### src/rtl/core/blu25_pkg.sv
`default_nettype none

package blu25_pkg;

    localparam int CFG_W  = 9;
    localparam int COORD_W = 10;
    localparam int PIX_W  = 8;
    localparam int IDX_W  = 9;
    localparam int WT_W   = 3;
    localparam int ODIM_W = 11;
    localparam int ACC_W  = 13;

    // register indexes on the configuration port
    localparam logic REG_IMG_WIDTH  = 1'b0;
    localparam logic REG_IMG_HEIGHT = 1'b1;

    localparam logic REQ_WRITE = 1'b0;
    localparam logic REQ_READ  = 1'b1;

    // o/5 as (o*205)>>10, then one correction step
    localparam logic [7:0]  RECIP5    = 8'd205;
    localparam int          RECIP5_SH = 10;
    // num/25 as (num*5243)>>17, exact for num below 25*256
    localparam logic [12:0] RECIP25    = 13'd5243;
    localparam int          RECIP25_SH = 17;

    localparam int QDEPTH = 2;
    localparam int QPTR_W = 1;

    typedef struct packed {
        logic [1:0][IDX_W-1:0] idx;
        logic [1:0][WT_W-1:0]  wt;
    } axis_t;

    typedef struct packed {
        logic              is_read;
        logic              oor;
        logic [IDX_W-1:0]  wr_row;
        logic [IDX_W-1:0]  wr_col;
        logic [PIX_W-1:0]  pixel;
        axis_t             rax;
        axis_t             cax;
    } cmd_t;

    function automatic axis_t axis_taps(input logic [COORD_W-1:0] o,
                                        input logic [IDX_W-1:0] n);
        logic [17:0]        prod;
        logic [7:0]         g;
        logic [COORD_W-1:0] p;
        logic [COORD_W-1:0] g2;
        logic [COORD_W-1:0] a;
        logic [COORD_W-1:0] b;
        logic [COORD_W-1:0] nm1;
        axis_t              r;
        prod = 18'(o) * 18'(RECIP5);
        g    = prod[RECIP5_SH +: 8];
        p    = o - COORD_W'(g) * COORD_W'(5);
        if (p >= COORD_W'(5))
        begin
            g = g + 8'd1;
            p = p - COORD_W'(5);
        end
        g2  = {1'b0, g, 1'b0};
        nm1 = COORD_W'(n) - COORD_W'(1);
        a   = g2;
        b   = g2;
        r.wt = '0;
        case (p[2:0])
            3'd0:
            begin
                r.wt[0] = 3'd5;
                r.wt[1] = 3'd0;
            end
            3'd1:
            begin
                b = g2 + COORD_W'(1);
                r.wt[0] = 3'd3;
                r.wt[1] = 3'd2;
            end
            3'd2:
            begin
                b = g2 + COORD_W'(1);
                r.wt[0] = 3'd1;
                r.wt[1] = 3'd4;
            end
            3'd3:
            begin
                a = g2 + COORD_W'(1);
                b = g2 + COORD_W'(2);
                r.wt[0] = 3'd4;
                r.wt[1] = 3'd1;
            end
            default:
            begin
                a = g2 + COORD_W'(1);
                b = g2 + COORD_W'(2);
                r.wt[0] = 3'd2;
                r.wt[1] = 3'd3;
            end
        endcase
        // edge replication past the last pixel
        if (a > nm1)
            a = nm1;
        if (b > nm1)
            b = nm1;
        r.idx[0] = a[IDX_W-1:0];
        r.idx[1] = b[IDX_W-1:0];
        return r;
    endfunction

endpackage

`default_nettype wire

### src/rtl/core/blu25_fifo.sv
`default_nettype none

module blu25_fifo
    import blu25_pkg::*;
(
    input  wire logic clk,
    input  wire logic rst_n,
    input  wire logic push,
    input  wire cmd_t cmd_in,
    output logic      full,
    input  wire logic pop,
    output logic      not_empty,
    output cmd_t      cmd_out
);

    cmd_t              entry_reg [QDEPTH];
    logic [QPTR_W-1:0] wptr_reg;
    logic [QPTR_W-1:0] rptr_reg;
    logic [QPTR_W:0]   count_reg;
    logic [QPTR_W:0]   count_next;

    assign full      = (count_reg == (QPTR_W+1)'(QDEPTH));
    assign not_empty = (count_reg != '0);
    assign cmd_out   = entry_reg[rptr_reg];

    always_comb
    begin
        count_next = count_reg;
        if (push && !pop)
            count_next = count_reg + (QPTR_W+1)'(1);
        else if (pop && !push)
            count_next = count_reg - (QPTR_W+1)'(1);
    end

    always_ff @(posedge clk or negedge rst_n)
    begin
        if (!rst_n)
        begin
            wptr_reg  <= '0;
            rptr_reg  <= '0;
            count_reg <= '0;
        end
        else
        begin
            if (push)
                wptr_reg <= wptr_reg + QPTR_W'(1);
            if (pop)
                rptr_reg <= rptr_reg + QPTR_W'(1);
            count_reg <= count_next;
        end
    end

    always_ff @(posedge clk)
    begin
        if (push)
            entry_reg[wptr_reg] <= cmd_in;
    end

endmodule

`default_nettype wire

### config.mk
export PLATFORM = sky130hd
export DESIGN_NAME = blu25_fifo
export DESIGN_NICKNAME = d
export VERILOG_FILES = /design/src/rtl/core/blu25_pkg.sv /design/src/rtl/core/blu25_fifo.sv
export SDC_FILE = /design/constraint.sdc
export NUM_CORES = 1
export LEC_CHECK = 0
export ABC_AREA = 0
export BUFFER_PORTS_ARGS = -buffer_cell sky130_fd_sc_hd__buf_2
export CAP_MARGIN = 40
export CORE_ASPECT_RATIO = 1.25
export CORE_UTILIZATION = 56
export DETAILED_ROUTE_END_ITERATION = 10
export PLACE_DENSITY_LB_ADDON = 0.1
export SYNTH_ARGS = -nofsm -noshare
export SYNTH_HDL_FRONTEND = slang
export SYNTH_SLANG_ARGS = --single-unit
### constraint.sdc
create_clock -name clk -period 13.1 [get_ports clk]
set_input_delay 1.31 -clock clk [delete_from_list [all_inputs] [get_ports clk]]
set_output_delay 1.31 -clock clk [all_outputs]
set_load 0.02 [all_outputs]
### After elaboration in Yosys (flattened, before gate mapping)

Memory sizes are Yosys's and may differ from the RTL's.
Index checks and enable logic that the tools add are counted.

| storage, ports and cells | value |
|---|---|
| register bits after elaboration | 4 |
| memory bits (writable) | 152 |
| output and inout port bits | 78 |
| bits in read-only memories | 0 |
| word-level logic and storage cells | 19 |
| input port bits | 80 |
| memories | 1 |
| latch bits | 0 |

Memory list:

| name | words | width | rd ports | clocked after Yosys merged registers in | write ports | RTL line | text |
|---|---|---|---|---|---|---|---|
| entry_reg | 2 | 76 | 1 | 0 | 1 | blu25_fifo.sv:16 | `cmd_t entry_reg [QDEPTH];` |

| operators by class | value |
|---|---|
| div/mod/pow operators | 0 |
| equal/unequal tests | 1 |
| reductions and logical operators | 6 |
| magnitude comparators | 0 |
| mux-type cells | 4 |
| bitwise gates (word level) | 0 |
| shift operators | 0 |
| multipliers | 0 |
| add/sub/neg operators | 4 |

Operators by type and width:

| operator | count |
|---|---|
| 2-bit 2-to-1 mux | 2 |
| 2-bit nonzero test | 2 |
| 1-bit adder (second input constant) | 2 |
| 2-bit by 1-bit adder with 2-bit output (second input constant) | 1 |
| 2-bit == test (second input constant) | 1 |
| 1-bit logical AND | 2 |
| 1-bit zero test | 2 |
| 1-bit 2-to-1 mux | 2 |
| 2-bit by 1-bit subtractor with 2-bit output (second input constant) | 1 |

### Logic depth before layout (Yosys ltp)

Gate-level depths: netlist of the first run.

| logic depth | value |
|---|---|
| depth after elaboration | 4 |
| mapped depth | 5 |

### Worst setup path after synthesis of the first run

OpenSTA, ideal clock, no wires.

| timing | value |
|---|---|
| kind | input to register |
| from | in push |
| to | mem entry_reg[0][0] (netlist name), enable pin |
| cell stages on the path | 1 |
| arrival | 4637 ps |
| slack | 7943 ps |
| library setup time | 520 ps |
| buffers on the path | 0 |
| path through | nor2b_1 |

| on the way | value |
|---|---|
| longest elaborated chain between the ends | 2 |

Ends and longest elaborated chain:

| what | RTL line | text |
|---|---|---|
| from (decl) | blu25_fifo.sv:8 | `input wire logic push,` |
| 1-bit 2-to-1 mux | blu25_fifo.sv:55 | `if (push)` |
| 1-bit 2-to-1 mux (not written as such) | blu25_fifo.sv:56 | `entry_reg[wptr_reg] <= cmd_in;` |
| to (decl) | blu25_fifo.sv:16 |  |

No other way between the ends.

==> results of run 1 <==
[area by class of cell]
cell class | count | area (sq um)
clock inverters | 12 | 150
multi-input cells | 87 | 1060
clock buffers | 18 | 429
fillers | 631 | 2760
flip-flops and latches | 156 | 4670
diodes | 1 | 2.50
inverters | 1 | 3.75
well taps | 129 | 161
repair buffers | 161 | 868
[worst max-delay path by stage]
stage / slack [ns] / endpoint / cells after the start / from
CTS: 9.59 / cmd_out[50] / 3 / rptr_reg$_DFFE_PN0P_
global route: 9.55 / cmd_out[61] / 3 / rptr_reg$_DFFE_PN0P_
detailed placement: 9.99 / entry_reg[0][48]$_DFFE_PP_ / 4 / push
finish: 9.66 / cmd_out[62] / 3 / rptr_reg$_DFFE_PN0P_
global placement: 9.77 / entry_reg[0][49]$_DFFE_PP_ / 3 / push
floorplan: 7.94 / entry_reg[0][0]$_DFFE_PP_ / 1 / push
[per-stage QoR]
| step | util | setup slack (ns) |
|---|---|---|
| floorplan | - | 7.94 |
| global placement | 0.662 | 9.77 |
| detailed placement | 0.669 | 9.99 |
| CTS | 0.727 | 9.59 |
| global route | 0.727 | 9.55 |
| finish | 0.727 | 9.66 |
[power groups by stage]
stage | sequential [uW] | clock [uW] | combinational [uW]
after floorplan | 699 | 0 | 402
after global placement | 749 | 0 | 477
after CTS | 721 | 485 | 519
after global routing | 729 | 506 | 544
after detailed placement | 730 | 0 | 517
final | 718 | 477 | 510
[cells in the mapped netlist, drive strengths merged]
cell,n
edfxtp,152
mux2,76
buf,9
dfrtp,4
xor2,4
nor2b,2
and2,1
ha,1
inv,1
nor2,1
or2,1
xnor2,1
[critical path, delay by kind of cell (launching register included)]
| family | cells | cell delay [ns] |
|---|---|---|
| buffers and inverters | 2 | 0.48 |
| DFF | 1 | 0.86 |
| muxes | 1 | 0.37 |
[cells by family (layout without fill, tap and decap cells)]
group                    Yosys count  count (layout)  synth area share
XOR/XNOR                           5               5           0.00754
adder cells (fa/ha/maj)            1               1           0.00215
buffers and inverters             10             192            0.0157
flip-flops                       156             156             0.803
multiplexers                      76              76             0.167
other                              0               1                 0
AND/OR/NAND/NOR                    5               5           0.00495
[metal layers]
| metal | share of wire | wire length [um] | track usage |
|---|---|---|---|
| met1 | 0.39 | 3760 | 0.214 |
| met2 | 0.52 | 5000 | 0.306 |
| met3 | 0.077 | 734 | 0.0879 |
| met4 | 0.0083 | 79 | 0.0687 |
| met5 | 0 | 0 | 0 |
==> flow_summary.ini, run 1 <==
[logic_synthesis]
avgSynthCellArea_sq_um = 23.0
synth_warnings = 0
syn_nets = 334
synth.area.top_cells = edfxtp_1 79%, mux2_2 8.9%, mux2_4 7.8%
ys_types = 15
yosys.area.top_type_share = 0.786
synthCells = 253
synth_top_cell_by_area = edfxtp_1
yosysSeqAreaShare = 0.803
synth-seq-cells = 156
synthesis.area_sq_um = 5810

[critical_path]
critPathSlowestCell = dfrtp_4
crit_chain = buf_12 -> mux2_2 -> buf_2
r2r_start = wptr_reg$_DFFE_PN0P_
critical_path.max_stage_delay_ns = 0.86
reg2reg_depth = 3
arrival_ns = 2.13
reg2reg_to = entry_reg[0][47]$_DFFE_PP_
cp_max_fo = 46
rrSetupSlack_ns = 11.08
crit_type = reg -> out
crit_path_end_kind = output port
crit_path_start_kind = flip-flop
critPathRequiredTime_ns = 11.79

[final_layout]
final_cell_mix = 157 x buf_2, 152 x edfxtp_1, 46 x mux2_2
final_cells = 565
layout_commonest_cell = buf_2
syn2layout_area_growth_pct = 26.5
largest_reg_flops = 152
postLayoutCellArea_sq_um = 7350
layout-drive-gt1-share = 0.618
nNetsFinal = 505

[hold_path]
min_to = count_reg[1]$_DFFE_PN0P_
hp-class = reg -> reg
holdCritStartpoint = count_reg[1]$_DFFE_PN0P_
holdPathStages = 1

[sta]
setup_violations = 0
hold_viol_final = 0
timing.fmax_ghz = 0.291
drv_slew = 0
worst_pin_slew_ns = 0.691
setup_tns_ns = 0
rsz0062_at_grt = false
slew_headroom = 0.540
holdWs_ns = 0.495
post-route-min-period_ns = 3.44
fin_skew_ns = 0.00616
period_share = 0.262

[floorplanning]
core_area_sq_um = 10100
die_w_um = 93.1
die_h_um = 116
initial_utilization = 0.575
ios = 158
dieArea_sq_um = 10800
rows = 41

[pwr]
power_frac_clock = 0.280
combPwrFrac = 0.299
p_leak_uw = 0.00289
sequentialPowerShare = 0.421
p_sw_uw = 517
p_sw_frac = 0.303
cellInternalPower_uw = 1190
power.total_uw = 1710
ir_drop_mv = 0.273
power_density_nw_per_um2 = 232

[placement]
detailed_place_hpwl_um = 6220
placedCellCount = 534
io_buffers = 157
placed_area_sq_um = 6770
place.gp.congestion = 0.659

[drt]
routedWlPerCell_um = 16.9
viasPerCell = 5.06
wl_um = 9570
drt_iter0_drc = 143
dr.pass1.iters = 5
drc_errors = 0
drtAntennaViolNets = 0
detailroute.via_count = 2860

[cts]
cts_tree = yes
post_cts_resized = 0
cts_max_path_buffers = 2
postCtsSetupBuffers = 0
root_buffer = clkbuf_16
clk_pin_slew_ns = 0.06
clk_latency_ns = 0.41
cts-buffers-inserted = 17
hold_buffers = 0
htreeDepth = 4
clock_sinks = 156

[global_routing]
grt_max_degree = 62
grt_pass1_vias = 2871
gr-total-overflow = 0
antenna_found_initial = 0
grt_pass1_wl_um = 14300
grtUsageTotal = 0.186

[status]
outcome = finished, final reports clean

[run]
max_cap_violations = 0
No activity file was read; power rests on OpenSTA's default activity.
==> run 2, diff against run 1 <==
--- a/config.mk
+++ b/config.mk
@@ -5,11 +5,11 @@
 export SDC_FILE = /design/constraint.sdc
 export NUM_CORES = 1
 export LEC_CHECK = 0
-export ABC_AREA = 0
+export ABC_AREA = 1
 export BUFFER_PORTS_ARGS = -buffer_cell sky130_fd_sc_hd__buf_2
 export CAP_MARGIN = 40
 export CORE_ASPECT_RATIO = 1.25
-export CORE_UTILIZATION = 56
+export CORE_UTILIZATION = 47
 export DETAILED_ROUTE_END_ITERATION = 10
 export PLACE_DENSITY_LB_ADDON = 0.1
 export SYNTH_ARGS = -nofsm -noshare
==> constraint.sdc (replaced) <==
create_clock -name clk -period 2.9 [get_ports clk]
set_input_delay 0.29 -clock clk [delete_from_list [all_inputs] [get_ports clk]]
set_output_delay 0.29 -clock clk [all_outputs]
set_load 0.02 [all_outputs]
==> run 2 against run 1 <==
Effect of this change:
- first-iteration DRC count fell by 3.5%
- power grew to 4.6 times the previous value
- utilization is 11 points lower
- combinational power rose to 4.6 times the previous value
- sequential share of layout area shrank 0.88 points
- clock skew up 0.0019 ns
- worst hold slack worse by 0.43 ns
- sequential power grew to 4.4 times the previous value
- largest cell class unchanged
- largest power group unchanged
- highest routed layer unchanged
==> flow_summary.ini, run 2 <==
[cts]
cts_max_path_buffers = 2
post_cts_resized = 0
postCtsSetupBuffers = 0
clk_latency_ns = 0.41
hold_buffers = 1
cts_tree = yes
root_buffer = clkbuf_16
htreeDepth = 4
cts-buffers-inserted = 17
clk_pin_slew_ns = 0.06
clock_sinks = 156

[global_routing]
grt_use_met1 = 0.167
antenna_found_initial = 1
grt_util_met3 = 0.0601
top_usage_layer = met2
grtUsageTotal = 0.158
grt_max_degree = 53
grt_pass1_vias = 2952
grt.met2_usage = 0.278
gr-total-overflow = 0
grt_pass1_wl_um = 14400

[floorplanning]
die_h_um = 126
die_w_um = 102
core_area_sq_um = 12100
ios = 158
rows = 45
dieArea_sq_um = 12800
initial_utilization = 0.481

[sta]
setup_ws_ns = 0.554
post-route-min-period_ns = 2.35
hold_viol_final = 0
drv_slew = 0
setup_violations = 0
rsz0062_at_grt = false
timing.fmax_ghz = 0.426
slew_headroom = 0.587
holdWs_ns = 0.0678
setup_tns_ns = 0
period_share = 0.809
worst_pin_slew_ns = 0.619
fin_skew_ns = 0.00808

[final_layout]
postLayoutCellArea_sq_um = 7450
nNetsFinal = 516
final_cell_mix = 157 x buf_2, 152 x edfxtp_1, 46 x mux2_2
layout_commonest_cell = buf_2
largest_reg_flops = 152
syn2layout_area_growth_pct = 27.9
layout-drive-gt1-share = 0.600
final_cells = 613

[drt]
routedWlPerCell_um = 15.7
detailroute.via_count = 2887
viasPerCell = 4.71
dr.pass1.iters = 4
drtAntennaViolNets = 0
wl_um = 9650
drc_errors = 0
drt_iter0_drc = 138

[pwr]
ir_drop_mv = 0.531
p_leak_uw = 0.00294
power_density_nw_per_um2 = 1050
power_frac_clock = 0.296
combPwrFrac = 0.298
p_sw_uw = 2310
sequentialPowerShare = 0.406
p_sw_frac = 0.294
cellInternalPower_uw = 5530

[hold_path]
holdCritStartpoint = cmd_in[71]
hp-class = in -> reg

[critical_path]
critPathRequiredTime_ns = 2.61
cp_max_fo = 52
crit_type = reg -> out
crit_path_start_kind = flip-flop
r2r_start = wptr_reg$_DFFE_PN0P_
crit_start = rptr_reg$_DFFE_PN0P_
arrival_ns = 2.06
crit_path_end_kind = output port

[logic_synthesis]
synth-seq-cells = 156
yosys_most_used_dff = edfxtp_1
synthCells = 262
yosysSeqAreaShare = 0.801
syn_nets = 343
synth_warnings = 0
avgSynthCellArea_sq_um = 22.2
synth_top_cell_by_area = edfxtp_1
netlist_top_cells_count = 152 x edfxtp_1, 46 x mux2_2, 30 x mux2_4
yosysMostFrequentCell = edfxtp_1
yosys.area.top_type_share = 0.783
synthesis.area_sq_um = 5830
ys_async_sr_fraction = 0.0256
synth_edf_count = 152
synth.area.top_cells = edfxtp_1 78%, mux2_2 8.9%, mux2_4 7.7%
ys_types = 15

[placement]
placed_area_sq_um = 6810
place.gp.congestion = 0.678
io_buffers = 157
dp_slack_ns = 0.950
detailed_place_hpwl_um = 6380
placedCellCount = 579

[status]
outcome = finished, final reports clean

[run]
max_cap_violations = 0
==> run 2: cell count changes after synthesis <==
cell / before / now
and2_1: 1 / 0
inv_1: 1 / 7
nand2_1: 0 / 6
nand3_1: 0 / 1
nand4_1: 0 / 1
nor2_1: 1 / 2
nor2b_1: 2 / 0
or2_2: 1 / 0
xor2_1: 4 / 2
==> run 2: worst max-delay path, cell delays in order (launching register included) <==
cell and delay [ns]:
dfrtp_4 0.68, buf_12 0.35, mux2_2 0.39, buf_2 0.16
==> run 2: stage by stage <==
step                      power, uW  utilization
after floorplan                4960            -
after global placement         5590        0.562
after detailed placement       5620        0.562
after CTS                      7950        0.615
after global routing           8180        0.615
final                          7840        0.615
==> run 2: logic make-up after synthesis <==
| family | synth area share |
|---|---|
| and+or+nand+nor | 0.00709 |
| DFF | 0.801 |
| adders and majority gates | 0.00215 |
| buffers and inverters | 0.0195 |
| muxes | 0.166 |
| xor gates and xnor gates | 0.00451 |
==> run 2: layer usage <==
metal,wire [um],share of wire
met1,3660,0.38
met2,5270,0.55
met3,620,0.064
met4,103,0.011
met5,0,0
==> run 2: final cells by class <==
type,count,area [sq um]
multi-input combinational,90,1060
clock buffer,20,437
sequential,156,4670
clock inverter,12,195
fill,947,4660
tap,164,205
timing repair buffer,163,858
antenna,1,2.50
inverter,7,27.5
==> run 2: path summary, 6_finish.rpt <==
kind	cells after the start	endpoint	slack, ns
max	3	cmd_out[10]	0.55
min in group asynchronous	2	count_reg[0]$_DFFE_PN0P_	0.23
max in group asynchronous	2	rptr_reg$_DFFE_PN0P_	2.51
min	1	entry_reg[0][71]$_DFFE_PP_	0.07
min reg2reg	2	count_reg[1]$_DFFE_PN0P_	0.48
max reg2reg	2	entry_reg[0][72]$_DFFE_PP_	1.46
==> run 2: power by group through the flow <==
| stage | clock [uW] | sequential [uW] | combinational [uW] |
|---|---|---|---|
| 2_1_floorplan | 0 | 3140 | 1820 |
| 3_3_place_gp | 0 | 3220 | 2380 |
| 3_5_place_dp | 0 | 3240 | 2380 |
| 4_1_cts | 2370 | 3190 | 2390 |
| 5_1_grt | 2440 | 3230 | 2500 |
| 6_report | 2320 | 3180 | 2340 |
==> run 3, diff against run 2 <==
--- a/config.mk
+++ b/config.mk
@@ -9,7 +9,7 @@
 export BUFFER_PORTS_ARGS = -buffer_cell sky130_fd_sc_hd__buf_2
 export CAP_MARGIN = 40
 export CORE_ASPECT_RATIO = 1.25
-export CORE_UTILIZATION = 47
+export CORE_UTILIZATION = 52
 export DETAILED_ROUTE_END_ITERATION = 10
 export PLACE_DENSITY_LB_ADDON = 0.1
 export SYNTH_ARGS = -nofsm -noshare
==> constraint.sdc (replaced) <==
create_clock -name clk -period 2.4 [get_ports clk]
set_input_delay 0.24 -clock clk [delete_from_list [all_inputs] [get_ports clk]]
set_output_delay 0.24 -clock clk [all_outputs]
set_load 0.02 [all_outputs]
==> run 3 against run 2 <==
Effect of this change:
- clock skew decreased by 0.0021 ns
- critical path depth stayed put
- power rose by 16%
- die area down 9.4%
- critical endpoint is now cmd_out[55]
- largest power group unchanged
==> flow_summary.ini, run 3 (synthesis results as in run 2) <==
[status]
outcome = finished, final reports clean

[pwr]
power_frac_clock = 0.262
sequentialPowerShare = 0.423
cellInternalPower_uw = 6300
power_density_nw_per_um2 = 1230
ir_drop_mv = 0.641
p_sw_frac = 0.309
combPwrFrac = 0.316
p_sw_uw = 2820
p_leak_uw = 0.00293

[sta]
slew_headroom = 0.693
setup_ws_ns = 0.197
timing.fmax_ghz = 0.454
worst_pin_slew_ns = 0.460
drv_slew = 0
fin_skew_ns = 0.00595
setup_tns_ns = 0
post-route-min-period_ns = 2.20
period_share = 0.918
rsz0062_at_grt = false
hold_viol_final = 0
setup_violations = 0

[drt]
routedWlPerCell_um = 16.1
dr.pass1.iters = 4
wl_um = 9510
drt_iter0_drc = 146
drtAntennaViolNets = 0
detailroute.via_count = 2934
viasPerCell = 4.98
drc_errors = 0

[run]
max_cap_violations = 0

[final_layout]
nNetsFinal = 524
final_cell_mix = 157 x buf_2, 152 x edfxtp_1, 46 x mux2_2
layout_commonest_cell = buf_2
postLayoutCellArea_sq_um = 7400
final_util = 0.687
layout-drive-gt1-share = 0.599
largest_reg_flops = 152
syn2layout_area_growth_pct = 27.0
final_cells = 589

[global_routing]
grt_pass1_vias = 3054
gr-total-overflow = 0
grt_max_degree = 77
antenna_found_initial = 1
grt_pass1_wl_um = 14500
grtUsageTotal = 0.168

[floorplanning]
die_h_um = 120
ios = 158
initial_utilization = 0.541
dieArea_sq_um = 11600
core_area_sq_um = 10800
rows = 42
die_w_um = 96.7

[cts]
cts_max_path_buffers = 2
clock_sinks = 156
cts_tree = yes
root_buffer = clkbuf_16
clk_latency_ns = 0.41
post_cts_resized = 0
cts-buffers-inserted = 17
clk_pin_slew_ns = 0.06
htreeDepth = 4

[placement]
placedCellCount = 550
placed_area_sq_um = 6800
dp_slack_ns = 0.604
detailed_place_hpwl_um = 6160
io_buffers = 157
place.gp.congestion = 0.677

[critical_path]
critPathSlowestCell = dfrtp_4
crit_path_start_kind = flip-flop
crit_path_end_kind = output port
crit_chain = buf_4 -> mux2_2 -> buf_2
arrival_ns = 1.96
critPathRequiredTime_ns = 2.16
crit_type = reg -> out
r2r_start = wptr_reg$_DFFE_PN0P_
crit_start = rptr_reg$_DFFE_PN0P_
cp_max_fo = 29
critical_path.max_stage_delay_ns = 0.72

[hold_path]
hp-class = in -> reg
holdCritStartpoint = cmd_in[11]
run 3: timing repair:
item                                   4_1_cts  5_1_grt
hold buffers                                 4        2
endpoints found under the hold margin       10        3
setup buffers                                0        0
run 3: metal layers:
| layer | wire (um) | up-vias | GRT usage |
|---|---|---|---|
| li1 | - | 1383 | - |
| met1 | 3680 | 1430 | 0.179 |
| met2 | 5040 | 105 | 0.290 |
| met3 | 556 | 16 | 0.0578 |
| met4 | 240 | 0 | 0.0970 |
| met5 | 0 | - | 0 |
run 3: worst paths after layout:
kind / cells past startpoint / slack [ns] / endpoint
min: 1 / 0.02 / entry_reg[0][11]$_DFFE_PP_
max in group asynchronous: 2 / 2.09 / rptr_reg$_DFFE_PN0P_
min in group asynchronous: 2 / 0.17 / count_reg[0]$_DFFE_PN0P_
max reg2reg: 3 / 0.89 / entry_reg[1][28]$_DFFE_PP_
min reg2reg: 2 / 0.49 / count_reg[1]$_DFFE_PN0P_
max: 3 / 0.20 / cmd_out[55]
run 3: area by class of cell:
type	instances	area, sq um
Multi-Input combinational cell	90	1060
Clock buffer	19	433
Fill cell	762	3370
Clock inverter	13	103
Antenna cell	1	2.50
Tap cell	132	165
Sequential cell	156	4670
Inverter	7	27.5
Timing Repair Buffer	171	943
run 3: power by group through the flow:
| stage | Clock (uW) | Sequential, uW | Combinational [uW] |
|---|---|---|---|
| after floorplan | 0 | 3790 | 2200 |
| after global placement | 0 | 3890 | 2900 |
| after detailed placement | 0 | 3920 | 2910 |
| after CTS | 2430 | 3870 | 2930 |
| after global routing | 2540 | 3910 | 3060 |
| final | 2390 | 3850 | 2880 |
run 3: through the flow:
stage          hold WS, ns  power (uW)
6_report            0.0178        9120
5_1_grt           0.000703        9510
4_1_cts           0.000789        9220
3_5_place_dp        0.0537        6840
3_3_place_gp        0.0525        6790
2_1_floorplan      -0.0556        5990
run 3: critical path, delay by kind of cell (launching register included):
| kind | cells | cell delay (ns) |
|---|---|---|
| mux | 1 | 0.35 |
| buf+inv | 2 | 0.48 |
| flops | 1 | 0.72 |
