--- config.mk ---
export PLATFORM = sky130hd
export DESIGN_NAME = blu25_front
export DESIGN_NICKNAME = d
export VERILOG_FILES = /design/src/rtl/core/blu25_pkg.sv /design/src/rtl/core/blu25_front.sv
export SDC_FILE = /design/constraint.sdc
export NUM_CORES = 1
export LEC_CHECK = 0
export BUFFER_PORTS_ARGS = -buffer_cell sky130_fd_sc_hd__buf_4
export CAP_MARGIN = 20
export CORE_AREA = 2 2 172 106
export CTS_CLUSTER_SIZE = 12
export DETAILED_ROUTE_END_ITERATION = 8
export DIE_AREA = 0 0 174 108
export MAX_ROUTING_LAYER = met4
export PLACE_DENSITY = 0.81
export SYNTH_ARGS = -nofsm -noshare
export SYNTH_HDL_FRONTEND = slang
export SYNTH_SLANG_ARGS = --single-unit
export TNS_END_PERCENT = 5
--- constraint.sdc ---
create_clock -name clk -period 23.2 [get_ports clk]
set_input_delay 2.32 -clock clk [delete_from_list [all_inputs] [get_ports clk]]
set_output_delay 2.32 -clock clk [all_outputs]
set_load 0.03 [all_outputs]
--- src/rtl/core/blu25_pkg.sv ---
`default_nettype none

package blu25_pkg;

    localparam int CFG_W  = 9;
    localparam int COORD_W = 10;
    localparam int PIX_W  = 8;
    localparam int IDX_W  = 9;
    localparam int WT_W   = 3;
    localparam int ODIM_W = 11;
    localparam int ACC_W  = 13;

    // register indexes on the configuration port
    localparam logic REG_IMG_WIDTH  = 1'b0;
    localparam logic REG_IMG_HEIGHT = 1'b1;

    localparam logic REQ_WRITE = 1'b0;
    localparam logic REQ_READ  = 1'b1;

    // o/5 as (o*205)>>10, then one correction step
    localparam logic [7:0]  RECIP5    = 8'd205;
    localparam int          RECIP5_SH = 10;
    // num/25 as (num*5243)>>17, exact for num below 25*256
    localparam logic [12:0] RECIP25    = 13'd5243;
    localparam int          RECIP25_SH = 17;

    localparam int QDEPTH = 2;
    localparam int QPTR_W = 1;

    typedef struct packed {
        logic [1:0][IDX_W-1:0] idx;
        logic [1:0][WT_W-1:0]  wt;
    } axis_t;

    typedef struct packed {
        logic              is_read;
        logic              oor;
        logic [IDX_W-1:0]  wr_row;
        logic [IDX_W-1:0]  wr_col;
        logic [PIX_W-1:0]  pixel;
        axis_t             rax;
        axis_t             cax;
    } cmd_t;

    function automatic axis_t axis_taps(input logic [COORD_W-1:0] o,
                                        input logic [IDX_W-1:0] n);
        logic [17:0]        prod;
        logic [7:0]         g;
        logic [COORD_W-1:0] p;
        logic [COORD_W-1:0] g2;
        logic [COORD_W-1:0] a;
        logic [COORD_W-1:0] b;
        logic [COORD_W-1:0] nm1;
        axis_t              r;
        prod = 18'(o) * 18'(RECIP5);
        g    = prod[RECIP5_SH +: 8];
        p    = o - COORD_W'(g) * COORD_W'(5);
        if (p >= COORD_W'(5))
        begin
            g = g + 8'd1;
            p = p - COORD_W'(5);
        end
        g2  = {1'b0, g, 1'b0};
        nm1 = COORD_W'(n) - COORD_W'(1);
        a   = g2;
        b   = g2;
        r.wt = '0;
        case (p[2:0])
            3'd0:
            begin
                r.wt[0] = 3'd5;
                r.wt[1] = 3'd0;
            end
            3'd1:
            begin
                b = g2 + COORD_W'(1);
                r.wt[0] = 3'd3;
                r.wt[1] = 3'd2;
            end
            3'd2:
            begin
                b = g2 + COORD_W'(1);
                r.wt[0] = 3'd1;
                r.wt[1] = 3'd4;
            end
            3'd3:
            begin
                a = g2 + COORD_W'(1);
                b = g2 + COORD_W'(2);
                r.wt[0] = 3'd4;
                r.wt[1] = 3'd1;
            end
            default:
            begin
                a = g2 + COORD_W'(1);
                b = g2 + COORD_W'(2);
                r.wt[0] = 3'd2;
                r.wt[1] = 3'd3;
            end
        endcase
        // edge replication past the last pixel
        if (a > nm1)
            a = nm1;
        if (b > nm1)
            b = nm1;
        r.idx[0] = a[IDX_W-1:0];
        r.idx[1] = b[IDX_W-1:0];
        return r;
    endfunction

endpackage

`default_nettype wire

--- src/rtl/core/blu25_front.sv ---
`default_nettype none

module blu25_front
    import blu25_pkg::*;
#(
    parameter int MAX_WIDTH  = 256,
    parameter int MAX_HEIGHT = 256
)
(
    input  wire logic               clk,
    input  wire logic               rst_n,
    input  wire logic               cfg_we,
    input  wire logic               cfg_index,
    input  wire logic [CFG_W-1:0]   cfg_data,
    input  wire logic               in_valid,
    output logic                    in_stall,
    input  wire logic               req_type,
    input  wire logic [COORD_W-1:0] row,
    input  wire logic [COORD_W-1:0] col,
    input  wire logic [PIX_W-1:0]   pixel,
    input  wire logic               q_full,
    output logic                    q_push,
    output cmd_t                    q_cmd
);

    logic [CFG_W-1:0]  width_reg;
    logic [CFG_W-1:0]  height_reg;
    logic [IDX_W-1:0]  w_eff;
    logic [IDX_W-1:0]  h_eff;
    logic [ODIM_W-1:0] out_w;
    logic [ODIM_W-1:0] out_h;
    logic [11:0]       w5;
    logic [11:0]       h5;

    always_ff @(posedge clk or negedge rst_n)
    begin
        if (!rst_n)
        begin
            width_reg  <= CFG_W'(256);
            height_reg <= CFG_W'(256);
        end
        else if (cfg_we)
        begin
            unique case (cfg_index)
                REG_IMG_WIDTH:  width_reg  <= cfg_data;
                REG_IMG_HEIGHT: height_reg <= cfg_data;
                default: ;
            endcase
        end
    end

    // zero acts as one, anything past the frame store acts as its size
    always_comb
    begin
        w_eff = width_reg;
        if (width_reg == '0)
            w_eff = IDX_W'(1);
        else if (32'(width_reg) > MAX_WIDTH)
            w_eff = IDX_W'(MAX_WIDTH);
        h_eff = height_reg;
        if (height_reg == '0)
            h_eff = IDX_W'(1);
        else if (32'(height_reg) > MAX_HEIGHT)
            h_eff = IDX_W'(MAX_HEIGHT);
    end

    // ceil(2.5*n) = (5n+1)/2
    assign w5    = 12'(w_eff) * 12'd5 + 12'd1;
    assign h5    = 12'(h_eff) * 12'd5 + 12'd1;
    assign out_w = w5[ODIM_W:1];
    assign out_h = h5[ODIM_W:1];

    assign in_stall = q_full;
    assign q_push   = in_valid && !q_full;

    always_comb
    begin
        q_cmd         = '0;
        q_cmd.is_read = (req_type == REQ_READ);
        q_cmd.wr_row  = row[IDX_W-1:0];
        q_cmd.wr_col  = col[IDX_W-1:0];
        q_cmd.pixel   = pixel;
        q_cmd.rax     = axis_taps(row, h_eff);
        q_cmd.cax     = axis_taps(col, w_eff);
        if (req_type == REQ_READ)
            q_cmd.oor = (ODIM_W'(row) >= out_h) || (ODIM_W'(col) >= out_w);
        else
            q_cmd.oor = (row >= COORD_W'(h_eff)) || (col >= COORD_W'(w_eff));
    end

endmodule

`default_nettype wire

# Word-level counts from Yosys, hierarchy flattened
# Index checks and enable logic that the tools add are counted.
[totals]
ff_bits = 18
inputBits = 44
out_inout_bits = 78
word_cells = 74
[classes]
n_addsub = 14
multipliers = 6
n_lt_le_gt_ge = 12
n_eq_ne = 6
n_mux = 19
bitwise = 1
n_reduce_logical = 14
[ops]
columns = ["operator", "n"]
rows = [
  ["two-way mux 9 bit", 8],
  ["one-hot mux 6 bit (4 select lines)", 2],
  ["greater-than comparator 10 bit", 4],
  ["one-hot mux 10 bit (2 select lines)", 2],
  ["multiplier 10 x 8 -> 18 bit, second input constant", 2],
  ["adder 12 x 1 -> 12 bit, second input constant", 2],
  ["multiplier 9 x 3 -> 12 bit, second input constant", 2],
  [">= comparator 10 x 11 -> 1 bit", 2],
  ["adder 9 x 1 -> 10 bit, second input constant", 2],
  ["adder 9 x 2 -> 10 bit, second input constant", 2],
  [">= comparator 10 x 3 -> 1 bit, second input constant", 2],
  [">= comparator 10 x 9 -> 1 bit", 2],
  ["multiplier 8 x 3 -> 10 bit, second input constant", 2],
  ["two-way mux 10 bit", 2],
  ["subtractor 10 bit", 2],
  ["subtractor 9 x 1 -> 10 bit, second input constant", 2],
  ["greater-than comparator 9 bit, second input constant", 2],
  ["logical NOT 9 bit", 2],
  ["adder 8 x 1 -> 8 bit, second input constant", 2],
  ["two-way mux 8 bit", 2],
  ["== test 3 x 2 -> 1 bit, second input constant", 4],
  ["== test 3 x 1 -> 1 bit, second input constant", 2],
  ["logical NOT 3 bit", 2],
  ["two-way mux 3 bit", 2],
  ["9 further kinds", 14],
]

# Logic depth before layout (Yosys ltp)
# Gate-level depths: netlist of run 1.
[logic_depth]
depth_word = 10
depth_mapped = 47
ltp_nobuf = 44

# Least setup slack after synthesis of run 1
# OpenSTA, ideal clock, no wires.
[synth_path]
path_type = "input -> output"
start = "input port row[2]"
end = "output port q_cmd[41] in the netlist's numbering"
t_arrival_ns = 12.055
required_ns = 20.880
setup_slack_ns = 8.825
path_stages = 41
path_buffers = 2
cell_sequence = "ha_1 -> inv_1 -> fa_1 -> inv_1 -> fa_1 -> fa_1 -> ha_1 -> and4_1 -> a32oi_1 -> nand3_1 -> a31o_2 -> a211oi_1 -> or2_2 -> inv_1 -> ha_1 -> fa_1 -> inv_1 -> ha_1 -> [... 5 more ...] -> xor3_1 -> nand2_2 -> buf_2 -> o21ai_0 -> ha_1 -> nor2b_1 -> xnor2_1 -> a22oi_1 -> xnor2_1 -> inv_1 -> ha_1 -> a21o_1 -> a21o_1 -> a21oi_1 -> nor2_1 -> a2111oi_0 -> a31oi_1 -> o31ai_1"
[synth_lines]
columns = ["item", "line_no", "text"]
rows = [
  ["start: declaration", "blu25_front.sv:18", "input wire logic [COORD_W-1:0] row,"],
  ["end: declaration", "blu25_front.sv:23", "output cmd_t q_cmd"],
]

==> results of run 1 <==
## placed cells by master (no fill, tap or decap), types with 4 or more instances in the layout
cell type,instances
sky130_fd_sc_hd__ha_1,244
sky130_fd_sc_hd__inv_1,193
sky130_fd_sc_hd__buf_4,108
sky130_fd_sc_hd__a21oi_1,67
sky130_fd_sc_hd__xnor2_1,66
sky130_fd_sc_hd__nor2_1,53
sky130_fd_sc_hd__nand2_1,50
sky130_fd_sc_hd__fa_1,46
sky130_fd_sc_hd__o21a_1,35
sky130_fd_sc_hd__o21ai_0,33
sky130_fd_sc_hd__mux2_2,31
sky130_fd_sc_hd__nor2b_1,28
sky130_fd_sc_hd__mux2i_1,27
sky130_fd_sc_hd__a21o_1,24
sky130_fd_sc_hd__xor2_1,24
sky130_fd_sc_hd__nor3_1,23
sky130_fd_sc_hd__nand4_1,22
sky130_fd_sc_hd__nand2b_1,20
sky130_fd_sc_hd__nand3_1,17
sky130_fd_sc_hd__dfrtp_1,16
sky130_fd_sc_hd__and3_1,9
sky130_fd_sc_hd__or3_1,8
sky130_fd_sc_hd__o21bai_1,8
sky130_fd_sc_hd__nor4_1,8
sky130_fd_sc_hd__and2_1,7
sky130_fd_sc_hd__a211oi_1,6
sky130_fd_sc_hd__o211ai_1,5
sky130_fd_sc_hd__o2111ai_1,5
sky130_fd_sc_hd__o22ai_1,5
sky130_fd_sc_hd__or2_2,5
sky130_fd_sc_hd__a31oi_1,5
sky130_fd_sc_hd__a211o_1,4
sky130_fd_sc_hd__a2111oi_0,4
sky130_fd_sc_hd__xnor2_2,4
## final cells by class
cell class	count	share of cell area [%]
clock buffer	4	0.803
inverter	196	6.65
multi-input combinational	962	78.5
sequential	18	4.09
tap	234	2.65
timing repair buffer	108	7.33
## stage by stage
stage | hold WS [ps] | area, um2
after global routing | 533 | 11100
after CTS | 522 | 11100
after floorplan | 480 | 10200
final | 522 | 11100
after detailed placement | 511 | 11000
after global placement | 506 | 11000
## layer usage
metal / vias to the layer above / part of all wire [%] / track usage [%]
met3: 18 / 8.0 / 2.99
met1: 4240 / 53 / 45.6
met5: - / 0 / -
met2: 337 / 38 / 39.7
li1: 4381 / - / -
met4: 0 / 0.68 / 2.82
## final timing paths
path	start	to	slack (ps)	cells past startpoint
min in group asynchronous	rst_n	height_reg[1]$_DFFE_PN0P_	1930	1
setup reg to reg	width_reg[8]$_DFFE_PN1P_	width_reg[8]$_DFFE_PN1P_	22130	2
setup / recovery	col[3]	q_cmd[17]	7110	38
hold reg to reg	height_reg[0]$_DFFE_PN0P_	height_reg[0]$_DFFE_PN0P_	520	1
max in group asynchronous	rst_n	width_reg[8]$_DFFE_PN1P_	21010	1
hold / removal	height_reg[0]$_DFFE_PN0P_	height_reg[0]$_DFFE_PN0P_	520	1
## critical path: cells and delay by family
family | cells | cell delay [ps]
AOI/OAI and AO/OA | 14 | 2460
xor gates and xnor gates | 1 | 850
adders and majority gates | 10 | 4140
buffers and inverters | 6 | 860
muxes | 3 | 1150
and+or+nand+nor | 4 | 1990
## cells by family after synthesis
group / synth area share, %
DFF: 4.45
xor gates and xnor gates: 9.15
AOI/OAI and AO/OA: 16.4
adders and majority gates: 39.0
other: 0.0368
muxes: 6.60
buffers and inverters: 10.4
and+or+nand+nor: 14.0
==> summary.md, run 1 <==
| Metric | Value |
|---|---|
| Critical path launch point type | `input pin` |
| Highest-delay cell along the critical path | `sky130_fd_sc_hd__xnor2_1` |
| Worst-case clock buffer depth | `2` |
| Area of the multi-input gates | `between 8000 and 9000 um2` |
| Tcrit/Tclk final | `a little under 70%` |
| Antenna Cells | `0` |
| Largest net degree at the start of global routing | `19` |
| Maximum fanout along the worst path | `17` |
| Total number of clock tree sinks | `18` |
| Cells after Synth | `1224` |
| Number of H-tree levels | `1` |
| EDFF count, synth | `0` |
| Total number of placement rows | `37` |
| Delay contributed by the slowest stage of the critical path | `850 ps` |
| Main flop type after synthesis | `sky130_fd_sc_hd__dfrtp_1` |
| Wire length of the first global-routing pass | `43.0 mm` |
| Element type at the critical path end | `output port` |
| All-Layer GR Usage | `approximately 29%` |
| Maximum clock skew at final layout | `0 ps` |
| Utilization of the core after routing | `64.9%` |
| Category of the most critical setup path | `input pin to output port` |
| Number of unique standard cell types used by synthesis | `79` |
| Congestion Overflow GR | `0` |
| CTS tree | `done` |
| Unrepaired setup endpoints after global routing | `false` |
| Antenna violations before repair | `0` |
| Sequential-to-total area share from yosys stat | `4.45%` |
| Outcome | `completed` |
| Post-placement worst setup slack | `7330 ps` |
| Layout Cells excl Fill | `1522` |
| Root buffer cell | `sky130_fd_sc_hd__clkbuf_16` |
| Max-capacitance violation count | `0` |
| Y dimension of the die | `between 100 and 150 um` |
| Total via count in the routed design | `8976` |
| Initial core utilization | `59.8%` |
| Die outline area | `roughly 19000 um2` |
| Slew Limit Fails | `0` |
| Hold Violations, Final | `0` |
| Worst setup margin | `7110 ps` |
| Buffers inserted by post-CTS timing repair | `0` |
| RD Place Congestion | `0.964` |
| Netlist area before placement | `10200 um2` |
| Worst hold-check path type | `flip-flop to flip-flop` |
| Number of global-route vias before repair | `8436` |
| Number of clock buffers inserted by TritonCTS | `3` |
| I/O Pins | `122` |
| Number of buffers added on ports | `105` |
| Final Net Count | `1623` |
| Fraction of synthesis flops using an asynchronous set or reset pin | `100%` |
| Area growth, synth to finish | `8.59%` |
| Required time at the worst-slack endpoint | `20880 ps` |
| Number of gates resized after CTS | `0` |
| X dimension of the die | `about 170 um` |
| Placed cells | `1517` |
| Setup violators final | `0` |
| Setup TNS Final | `0 ps` |
| Most numerous cell types in the synthesized netlist | `244 x sky130_fd_sc_hd__ha_1, 193 x sky130_fd_sc_hd__inv_1, 67 x sky130_fd_sc_hd__a21oi_1` |
| Clock latency at the later pin of the worst-skew pair | `250 ps` |
| Proportion of netlist area held by the largest area contributor | `30.0%` |
| Filler instances | `1475` |
| Minimum clock period after layout | `16090 ps` |
| Antenna-violating nets left | `0` |
| Headroom to the max-slew limit | `29.2%` |
| Max Fclk | `62.1 MHz` |
| Register bit count reported by yosys | `18` |
| Cell with the most instances after synthesis | `sky130_fd_sc_hd__ha_1` |
| Routed vias/inst | `~6` |
| Mean instance size in the synthesized netlist | `8.32 um2` |
| First-pass iteration count of the detailed router | `6` |
| Main area contributors after synthesis | `sky130_fd_sc_hd__ha_1 30%, sky130_fd_sc_hd__fa_1 9.0%, sky130_fd_sc_hd__inv_1 7.1%` |
| Crit path DAT | `13770 ps` |
| Core area | `17000 um2` |
| Average wire per standard cell | `17.2 um` |
| Fraction of layout instances using a drive strength above 1 | `a little over an eighth` |
| WL final | `between 20 and 30 mm` |
| Clock transition at the registers of the reported paths | `50 ps` |
| DP HPWL | `between 20 and 25 mm` |
| Number of buffers added to fix hold violations after cts | `0` |
| Cell mode on critical path | `sky130_fd_sc_hd__ha_1` |
| Initial detailed-routing violation count | `846` |
| Number of warnings reported in the yosys synthesis log | `0` |
| Residual DRC | `0` |
| Sequential Area | `roughly 450 um2` |
| Top cell type by total area after synthesis | `sky130_fd_sc_hd__ha_1` |
| Worst-margin pin slew | `1050 ps` |
Power of run 1 is not shown: default switching activity piles up to over one toggle a cycle in this logic, so the estimate is an artifact.
==> run 2: changes to the inputs <==
--- a/config.mk
+++ b/config.mk
@@ -5,14 +5,15 @@
 export SDC_FILE = /design/constraint.sdc
 export NUM_CORES = 1
 export LEC_CHECK = 0
+export ABC_AREA = 1
 export BUFFER_PORTS_ARGS = -buffer_cell sky130_fd_sc_hd__buf_4
 export CAP_MARGIN = 20
-export CORE_AREA = 2 2 172 106
+export CORE_AREA = 2 2 178 110
 export CTS_CLUSTER_SIZE = 12
 export DETAILED_ROUTE_END_ITERATION = 8
-export DIE_AREA = 0 0 174 108
+export DIE_AREA = 0 0 180 112
 export MAX_ROUTING_LAYER = met4
-export PLACE_DENSITY = 0.81
+export PLACE_DENSITY = 0.8
 export SYNTH_ARGS = -nofsm -noshare
 export SYNTH_HDL_FRONTEND = slang
 export SYNTH_SLANG_ARGS = --single-unit
==> constraint.sdc (replaced) <==
create_clock -name clk -period 13.6 [get_ports clk]
set_input_delay 1.36 -clock clk [delete_from_list [all_inputs] [get_ports clk]]
set_output_delay 1.36 -clock clk [all_outputs]
set_load 0.03 [all_outputs]
==> run 2 against run 1 <==
Net effect: sequential cell count unchanged; via count up 7.9%; utilization down 4.9 points; first-iteration DRC count down 9.0%; final cell count up 18%; critical path depth up 8; non-clock buffer count down 3; global-route usage down 0.94 points; register-to-register slack worse by 9400 ps; die area up 7.3%; critical endpoint is now q_cmd[20].
==> summary.md, run 2 <==
| Metric | Value |
|---|---|
| Outcome | `completed (unchanged)` |
| Most frequent standard cell in the layout excluding fill and tap cells | `sky130_fd_sc_hd__nand2_1 (was sky130_fd_sc_hd__ha_1)` |
| XOR/XNOR share of the synthesized area | `6.32% (was 9.15%)` |
| Netlist area before placement | `10300 um2 (was 10200 um2)` |
| Layout Cells excl Fill | `1789 (was 1522)` |
| Unrepaired setup endpoints after global routing | `false (unchanged)` |
| Number of warnings reported in the yosys synthesis log | `0 (unchanged)` |
| Setup TNS Final | `0 ps (unchanged)` |
| Clock latency at the later pin of the worst-skew pair | `250 ps (about the same)` |
| Fraction of layout instances using a drive strength above 1 | `12.7% (was 13.7%)` |
| Headroom to the max-slew limit | `52.4% (was 29.2%)` |
| Fraction of synthesis flops using an asynchronous set or reset pin | `100% (unchanged)` |
| Adder and majority gate portion of the synthesized area | `38.7% (was 39.0%)` |
| Congestion Overflow GR | `0 (unchanged)` |
| Setup violators final | `0 (unchanged)` |
| Die outline area | `20200 um2 (was 18800 um2)` |
| Largest family of logic cells by synthesized area | `adder cells (unchanged)` |
| Total via count in the routed design | `9682 (was 8976)` |
| Proportion of netlist area held by the largest area contributor | `29.7% (was 30.0%)` |
| Utilization of the core after routing | `60.1% (was 64.9%)` |
| Buffers inserted by post-CTS timing repair | `0 (unchanged)` |
| Wire length of the first global-routing pass | `45.1 mm (was 43.0 mm)` |
| Max-capacitance violation count | `0 (unchanged)` |
| Antenna Cells | `0 (unchanged)` |
| Antenna violations before repair | `0 (unchanged)` |
| Hold Violations, Final | `0 (unchanged)` |
| X dimension of the die | `180 um (was 174 um)` |
| Tcrit/Tclk final | `roughly 85%` |
| Number of buffers added on ports | `105 (unchanged)` |
| Number of global-route vias before repair | `9024 (was 8436)` |
| Mean instance size in the synthesized netlist | `6.97 um2 (was 8.32 um2)` |
| Category of the most critical setup path | `input pin to output port (unchanged)` |
| Post-Synth Simple-Gate Area | `25.9% (was 14.0%)` |
| Number of cells on the worst hold path | `2 (was 1)` |
| Worst-case clock buffer depth | `2 (unchanged)` |
| Multiplexer share of the synthesized area | `0% (was 6.60%)` |
| Maximum clock skew at final layout | `0 ps (unchanged)` |
| Average wire per standard cell | `15.3 um (was 17.2 um)` |
| Number of cells traversed by the worst register-to-register path | `2 (unchanged)` |
| Main area contributors after synthesis | `sky130_fd_sc_hd__ha_1 30%, sky130_fd_sc_hd__nand2_1 11%, sky130_fd_sc_hd__inv_1 10% (was sky130_fd_sc_hd__ha_1 30%, sky130_fd_sc_hd__fa_1 9.0%, sky130_fd_sc_hd__inv_1 7.1%)` |
| Placed cells | `1785 (was 1517)` |
| Global-route track usage on met2 | `39.3% (was 39.7%)` |
| Main flop type after synthesis | `sky130_fd_sc_hd__dfrtp_1 (unchanged)` |
| Register bit count reported by yosys | `18 (unchanged)` |
| R2r setup slk | `12770 ps (was 22130 ps)` |
| Routed vias/inst | `5.41 (was 5.90)` |
| CTS tree | `done (unchanged)` |
| I/O Pins | `122 (unchanged)` |
| Initial detailed-routing violation count | `770 (was 846)` |
| Startpoint of the worst register-to-register path | `width_reg[8]$_DFFE_PN1P_ (unchanged)` |
| Delay contributed by the slowest stage of the critical path | `550 ps (was 850 ps)` |
| Max Fclk | `86.0 MHz` |
| Core area | `18600 um2 (was 17000 um2)` |
| Total number of placement rows | `39 (was 37)` |
| Residual DRC | `0 (unchanged)` |
| Area fraction in compound gates after synthesis | `11.0% (was 16.4%)` |
| Worst-margin pin slew | `707 ps (was 1050 ps)` |
| Total number of clock tree sinks | `18 (unchanged)` |
| Largest net degree at the start of global routing | `19 (unchanged)` |
| Required time at the worst-slack endpoint | `12240 ps (was 20880 ps)` |
| Highest-delay cell along the critical path | `sky130_fd_sc_hd__fa_1 (was sky130_fd_sc_hd__xnor2_1)` |
| All-Layer GR Usage | `27.8% (was 28.7%)` |
| Number of H-tree levels | `1 (unchanged)` |
| Maximum fanout along the worst path | `16 (was 17)` |
| Minimum clock period after layout | `11630 ps` |
| DP HPWL | `23.9 mm (was 22.4 mm)` |
| Number of clock buffers inserted by TritonCTS | `3 (unchanged)` |
| Global routing usage on met3 | `4.55% (was 2.99%)` |
| Clock transition at the registers of the reported paths | `50 ps (about the same)` |
| RD Place Congestion | `0.975 (was 0.964)` |
| Top cell type by total area after synthesis | `sky130_fd_sc_hd__ha_1 (unchanged)` |
| Hold Path End | `height_reg[5]$_DFFE_PN0P_ (was height_reg[0]$_DFFE_PN0P_)` |
| Number of gates resized after CTS | `0 (unchanged)` |
| Filler instances | `1705 (was 1475)` |
| Y dimension of the die | `112 um (was 108 um)` |
| RR Endpoint | `width_reg[8]$_DFFE_PN1P_ (unchanged)` |
| Initial core utilization | `55.3% (was 59.8%)` |
| WL final | `27.4 mm (was 26.2 mm)` |
| EDFF count, synth | `0 (unchanged)` |
| Area growth, synth to finish | `8.63% (was 8.59%)` |
| Commonest non-fill, non-tap cells in the layout | `305 x sky130_fd_sc_hd__nand2_1, 282 x sky130_fd_sc_hd__inv_1, 244 x sky130_fd_sc_hd__ha_1 (was 244 x sky130_fd_sc_hd__ha_1, 193 x sky130_fd_sc_hd__inv_1, 108 x sky130_fd_sc_hd__buf_4)` |
| Met1 layer usage reported by global route | `43.0% (was 45.6%)` |
| Antenna-violating nets left | `0 (unchanged)` |
| Number of unique standard cell types used by synthesis | `60 (was 79)` |
| Critical path launch point type | `input pin (unchanged)` |
| Crit path DAT | `10270 ps (was 13770 ps)` |
| Number of buffers added to fix hold violations after cts | `0 (unchanged)` |
| Worst hold path startpoint | `height_reg[5]$_DFFE_PN0P_ (was height_reg[0]$_DFFE_PN0P_)` |
| Element type at the critical path end | `output port (unchanged)` |
| Cell mode on critical path | `sky130_fd_sc_hd__nand2_1 (was sky130_fd_sc_hd__ha_1)` |
| Worst hold-check path type | `flip-flop to flip-flop (unchanged)` |
| Cell with the most instances after synthesis | `sky130_fd_sc_hd__nand2_1 (was sky130_fd_sc_hd__ha_1)` |
| Final Net Count | `1878 (was 1623)` |
| Cells after Synth | `1475 (was 1224)` |
| First-pass iteration count of the detailed router | `6 (unchanged)` |
| Global routing's busiest layer | `met1 (unchanged)` |
| Slew Limit Fails | `0 (unchanged)` |
| Most numerous cell types in the synthesized netlist | `305 x sky130_fd_sc_hd__nand2_1, 282 x sky130_fd_sc_hd__inv_1, 244 x sky130_fd_sc_hd__ha_1 (was 244 x sky130_fd_sc_hd__ha_1, 193 x sky130_fd_sc_hd__inv_1, 67 x sky130_fd_sc_hd__a21oi_1)` |
| Sequential-to-total area share from yosys stat | `4.41% (was 4.45%)` |
| Root buffer cell | `sky130_fd_sc_hd__clkbuf_16 (unchanged)` |
-- run 2: cell types whose count changed in the layout (fill, tap and decap cells not counted), sizes merged, moves of 17 or more --
cell / delta
a21o: -17
nor2b: -28
mux2i: -27
nand3: +59
xnor2: -53
o21ai: +53
o21a: -32
nand2b: -18
inv: +95
nand4: +17
xor2: +26
mux2: -35
nand2: +285
-- run 2: worst max path at each step --
| stage | startpoint | end |
|---|---|---|
| 2_1_floorplan | col[2] | q_cmd[17] |
| 3_3_place_gp | col[3] | q_cmd[20] |
| 3_5_place_dp | col[1] | q_cmd[22] |
| 4_1_cts | col[1] | q_cmd[22] |
| 5_1_grt | col[1] | q_cmd[22] |
| 6_report | col[1] | q_cmd[20] |
-- run 2: final cells by class --
type | count | area [um2] | share of cell area [%]
Multi-Input combinational cell | 1122 | 8420 | 75.4
Sequential cell | 18 | 453 | 4.06
Timing Repair Buffer | 105 | 788 | 7.06
Tap cell | 246 | 308 | 2.76
Clock buffer | 4 | 88.8 | 0.796
Inverter | 294 | 1100 | 9.88
-- run 2: logic make-up (layout without fill, tap and decap cells) --
group,Yosys count,count (layout)
buffers and inverters,336,403
DFF,18,18
other,1,2
AOI/OAI and AO/OA,198,198
xor gates and xnor gates,69,69
adders and majority gates,290,290
and+or+nand+nor,563,563
-- run 2: layer usage --
metal | vias to the layer above | wire [um] | part of all wire (%)
li1 | 4899 | - | -
met1 | 4432 | 14300 | 52
met2 | 345 | 10700 | 39
met3 | 6 | 2410 | 8.8
met4 | 0 | 62 | 0.23
met5 | - | 0 | 0
-- run 2: worst max-delay path: cells and delay by family --
family,cells,cell delay (ps)
fa+ha+maj,9,3560
simple gates,16,2260
compound gates,8,1270
xor+xnor,4,940
buf+inv,9,840
-- run 2: stage by stage --
step	hold WS, ps	instance area, um2	worst slack (ps)
2_1_floorplan	475	10300	2620
3_3_place_gp	510	11100	2290
5_1_grt	564	11200	1230
6_report	524	11200	1970
3_5_place_dp	503	11100	2040
4_1_cts	526	11200	2020
Power of run 2 is left out for the same reason.
